### config.mk
export PLATFORM = sky130hd
export DESIGN_NAME = gemm_xd_ctrl
export DESIGN_NICKNAME = d
export VERILOG_FILES = /design/src/sv/gemm_xd_pkg.sv /design/src/sv/gemm_xd_ctrl.sv
export SDC_FILE = /design/constraint.sdc
export NUM_CORES = 1
export LEC_CHECK = 0
export BUFFER_PORTS_ARGS = -buffer_cell sky130_fd_sc_hd__clkbuf_2
export CAP_MARGIN = 5
export CORE_MARGIN = 2
export CORE_UTILIZATION = 60
export CTS_CLUSTER_DIAMETER = 100
export DETAILED_ROUTE_END_ITERATION = 6
export PLACE_DENSITY_LB_ADDON = 0.2
export SLEW_MARGIN = 20
export SYNTH_ARGS = -nofsm -noshare
export SYNTH_HDL_FRONTEND = slang
export SYNTH_SLANG_ARGS = --single-unit
### constraint.sdc
create_clock -name clk -period 7.1 [get_ports clk]
set_input_delay 0.71 -clock clk [delete_from_list [all_inputs] [get_ports clk]]
set_output_delay 0.71 -clock clk [all_outputs]
set_load 0.01 [all_outputs]
### src/sv/gemm_xd_pkg.sv
// ----------------------------------------------------------------------------
// gemm_xd_pkg
// Shared widths, register indexes and the step control word for the int8
// GEMM tile digest block.
// ----------------------------------------------------------------------------
`default_nettype none

package gemm_xd_pkg;

	localparam int ROWS      = 8;
	localparam int BYTE_W    = 8;
	localparam int A_W       = ROWS * BYTE_W;
	localparam int B_W       = 64;
	localparam int TID_W     = 16;
	localparam int ACC_W     = 32;
	localparam int PROD_W    = 2 * BYTE_W;
	localparam int SLOT_W    = 32;
	localparam int CNT_W     = 16;
	localparam int CFG_AW    = 2;
	localparam int CFG_DW    = 16;
	localparam int IN_DATA_W  = A_W + B_W + TID_W;
	localparam int OUT_DATA_W = ACC_W + SLOT_W;

	localparam logic [CFG_AW-1:0] REG_BLOCKS_PER_TILE = 2'd0;
	localparam logic [CFG_AW-1:0] REG_TILE_TOTAL      = 2'd1;
	localparam logic [CFG_AW-1:0] REG_DIGEST_ENABLE   = 2'd2;

	typedef struct packed {
		logic valid;
		logic emit;
		logic clear;
	} step_ctl_t;

endpackage

`default_nettype wire

### src/sv/gemm_xd_ctrl.sv
// ----------------------------------------------------------------------------
// gemm_xd_ctrl
// Configuration registers, k-step and block counters; tags each accepted
// step with its emit flag (block end with digest enabled), its clear flag and its output slot.
// ----------------------------------------------------------------------------
`default_nettype none

module gemm_xd_ctrl
	import gemm_xd_pkg::*;
#(
	parameter int K_PER_BLOCK = 32
) (
	input  wire logic              clk,
	input  wire logic              arst_n,
	input  wire logic              accept,
	input  wire logic [TID_W-1:0]  tile_id,
	input  wire logic              cfg_we,
	input  wire logic [CFG_AW-1:0] cfg_addr,
	input  wire logic [CFG_DW-1:0] cfg_wdata,
	output step_ctl_t              ctl,
	output logic      [SLOT_W-1:0] slot_index
);

	localparam int KW = $clog2(K_PER_BLOCK);
	localparam logic [KW-1:0] K_LAST = KW'(K_PER_BLOCK - 1);

	logic [KW-1:0]    k_q;
	logic [CNT_W-1:0] block_q;
	logic [CNT_W-1:0] blocks_per_tile_q;
	logic [CNT_W-1:0] tile_total_q;
	logic             digest_enable_q;

	logic             block_end;
	logic [CNT_W-1:0] block_next;
	logic [CNT_W-1:0] limit;
	logic             tile_done;

	always_comb begin
		block_end  = (k_q == K_LAST);
		block_next = block_q + CNT_W'(1);
		limit      = (blocks_per_tile_q == '0) ? CNT_W'(1) : blocks_per_tile_q;
		tile_done  = block_end && ((block_next >= limit) || (block_next == '0));
		ctl.valid  = accept;
		ctl.emit   = block_end && digest_enable_q;
		ctl.clear  = tile_done;
		slot_index = ({{(SLOT_W-CNT_W){1'b0}}, block_q} * {{(SLOT_W-CNT_W){1'b0}}, tile_total_q})
			+ {{(SLOT_W-TID_W){1'b0}}, tile_id};
	end

	always_ff @(posedge clk or negedge arst_n) begin
		if (!arst_n) begin
			k_q     <= '0;
			block_q <= '0;
		end else if (accept) begin
			k_q <= block_end ? '0 : k_q + KW'(1);
			if (block_end) begin
				block_q <= tile_done ? '0 : block_next;
			end
		end
	end

	always_ff @(posedge clk or negedge arst_n) begin
		if (!arst_n) begin
			blocks_per_tile_q <= CNT_W'(1);
			tile_total_q      <= CNT_W'(1);
			digest_enable_q   <= 1'b1;
		end else if (cfg_we) begin
			case (cfg_addr)
				REG_BLOCKS_PER_TILE: blocks_per_tile_q <= cfg_wdata;
				REG_TILE_TOTAL:      tile_total_q      <= cfg_wdata;
				REG_DIGEST_ENABLE:   digest_enable_q   <= cfg_wdata[0];
				default: ;
			endcase
		end
	end

endmodule

`default_nettype wire

==> key figures <==
Clock network
  – CTS H-tree lvls: 2
  – CTS Buf Count: 5
  – CTS tree: done
  – Clk sinks: 54
  – CTS clk-pin slew, worst paths: 60 ps
  – Clk buf depth: 2
  – Clock Latency Late Sink: 290 ps
  – Clock root buffer: clkbuf_16

Logic synthesis
  – Largest area contributor in the netlist: fa_1
  – Most frequent cells after synthesis: inv_1 (295), fa_1 (210), nand2_1 (210)
  – Main area contributors after synthesis: fa_1 (35%), ha_1 (13%), dfrtp_1 (11%)
  – Seq cells post-synth: 54
  – FFs w/ async S/R, synth: 100%
  – Count leader, synth: inv_1
  – Syn Inst Count: 1357
  – Post-synth net total: 1730
  – Post-synth EDFFs: 0
  – Yosys warns: 0
  – Main flop type after synthesis: dfrtp_1
  – Distinct cells, synth: 60
  – Mean post-synth cell area: 8.80 um2
  – Yosys top cell area share: 35.2%
  – Cell area after synthesis: 11900 um2
  – Register area share after synthesis: 11.3%

GRT
  – Global route overflow: 0
  – Largest net degree at the start of global routing: 55
  – Vias in the first global route: 9301
  – Initial antenna violation count: 0
  – All-Layer GR Usage: 25.7%
  – First-pass GRT wire length: 44500 um

Placement
  – Area after DPL: 12700 um2
  – DP HPWL: 21700 um
  – Port Buffers: 72
  – Post-Place Cells: 1676
  – RePlAce Congestion: 0.918
  – Dpl ws: 137 ps

Power
  – Maximum VDD drop: 113 uV
  – Total Power: 2.16 mW
  – Leak pwr: 6.90 nW
  – Pwr/cell area: 166 nW/um2

Timing
  – Min Hold Slack: 489 ps
  – Period utilization: 96.4%
  – Fin. Hold Viols: 0
  – Least-Margin Pin Slew: 992 ps
  – Endpoints failing setup: 0
  – Min Tclk post-route: 6840 ps
  – RSZ-0062 raised after global routing: true
  – Fin Clk Skew: 3.06 ps
  – Fmax: 0.146 GHz
  – Setup WS post-layout: 258 ps
  – Sum Neg Setup Slack: 0 ps
  – Slew Viols, Final: 0
  – Slew margin rel.: 33.7%

Critical path
  – Critical Path Start Type: register
  – WS Path Type: reg2out
  – Critical path arrival: 6130 ps
  – CP max stage delay: 550 ps
  – Type of element capturing the critical path: output pin
  – Crit-path most repeated cell: fa_1
  – CP Buf/Inv Count: 6
  – CP max stage cell: fa_1
  – Required @ worst endpoint: 6390 ps
  – Reg2Reg Setup Slack: 2860 ps
  – Cell family with the largest share of critical-path delay: adder cells
  – CP Cell Sequence: and2_1, fa_1, inv_1, fa_1, fa_1, fa_1, inv_1, fa_1, inv_1, fa_1, inv_1, ha_1, nand4_1, a21oi_2, o21ai_2, a31oi_1, buf_4, a41oi_2, a21bo_2, o21ai_2, xor2_1, clkbuf_2
  – Crit-path max FO: 12

Final layout
  – Nets: 1798
  – Final design utilization: 66.7%
  – N_diodes: 0
  – Area grow syn2layout: 8.94%
  – Layout cells sized above 1: 13.3%
  – Fin area: 13000 um2
  – Non-Filler Instances: 1691

Floorplanning
  – Core Footprint: 19500 um2
  – Die H: 145 um
  – Die footprint: 21100 um2
  – Boundary pin count: 73
  – Chip width: 145 um
  – Rows: 51
  – Initial core utilization: 61.2%

Drt
  – Detailed-router iteration count before antenna repair: 5
  – Vias: 9037
  – Via/cell ratio: 5.34
  – DRC viols: 0
  – Post-DRT Antenna Nets: 0
  – Final WL: 25800 um
  – Initial drt markers: 447
  – WL/cell: 15.3 um

Run
  – Max-cap viol count: 0

Min path
  – HP Class: reg2reg

Status
  – Status: finished, final reports clean
-- registers in the layout, indices dropped and copies added, names as in the netlist --
signal / count
block_q: 16
k_q: 5
digest_enable_q: 1
tile_total_q: 16
blocks_per_tile_q: 16
-- where the power goes --
part | switching, mW | internal (mW)
registers | 0.101 | 0.362
clock network | 0.104 | 0.140
logic | 0.817 | 0.635
total | 1.02 | 1.14
-- layout by cell type (no fill, tap or decap), drive strengths merged, types with 3 or more instances in the layout --
master	count
buf	49
nand2b	7
nor3b	3
clkbuf	79
o21a	4
nand4	6
dfstp	3
xnor2	29
a22o	3
o21bai	4
o211ai	3
nor3	5
a21o	12
and2	118
or3	5
nand3b	3
nand2	210
nand3	14
inv	295
and3	9
nor2	22
o21ai	53
mux2	23
a21oi	27
nor2b	7
a31oi	7
xor2	7
fa	210
dfrtp	51
ha	125
nor4	3
-- layout make-up --
type                            instances  area [um2]
Clock buffer                            7         143
Clock inverter                          1        5.00
Fill cell                            1642        6510
Inverter                              295        1110
Multi-Input combinational cell        948        9330
Sequential cell                        54        1380
Tap cell                              265         332
Timing Repair Buffer                  121         728
-- what timing repair did --
item,CTS,global route
setup buffers,0,7
setup endpoints to repair,5,10
hold buffers,0,0
gates cloned,0,0
hold endpoints to repair,0,0
pin swaps,1,3
gates resized for setup,9,25
-- cells by family after synthesis --
family	Yosys count	synth area share (%)
buffers and inverters	355	11.2
AOI/OAI and AO/OA	135	7.09
DFF	54	11.3
xor gates and xnor gates	36	2.64
and+or+nand+nor	417	17.1
muxes	25	2.34
adders and majority gates	335	48.3
-- worst paths after layout --
path,from,to,cells after the start
worst max register to register,block_q[1]$_DFFE_PN0P_,block_q[10]$_DFFE_PN0P_,14
worst max-delay path,tile_total_q[4]$_DFFE_PN0P_,slot_index[30],22
max in group asynchronous,arst_n,tile_total_q[10]$_DFFE_PN0P_,2
min in group asynchronous,arst_n,blocks_per_tile_q[2]$_DFFE_PN0P_,2
worst min-delay path,k_q[3]$_DFFE_PN0P_,k_q[3]$_DFFE_PN0P_,1
worst min register to register,k_q[3]$_DFFE_PN0P_,k_q[3]$_DFFE_PN0P_,1
-- layer usage --
| layer | GRT usage (%) | share of wire [%] | routed length [um] |
|---|---|---|---|
| met1 | 36.2 | 44 | 11500 |
| met2 | 44.0 | 50 | 13000 |
| met5 | 0 | 0 | 0 |
| met3 | 2.08 | 3.6 | 929 |
| met4 | 5.44 | 1.7 | 427 |
Note: power is estimated with default switching activity, not from simulation.
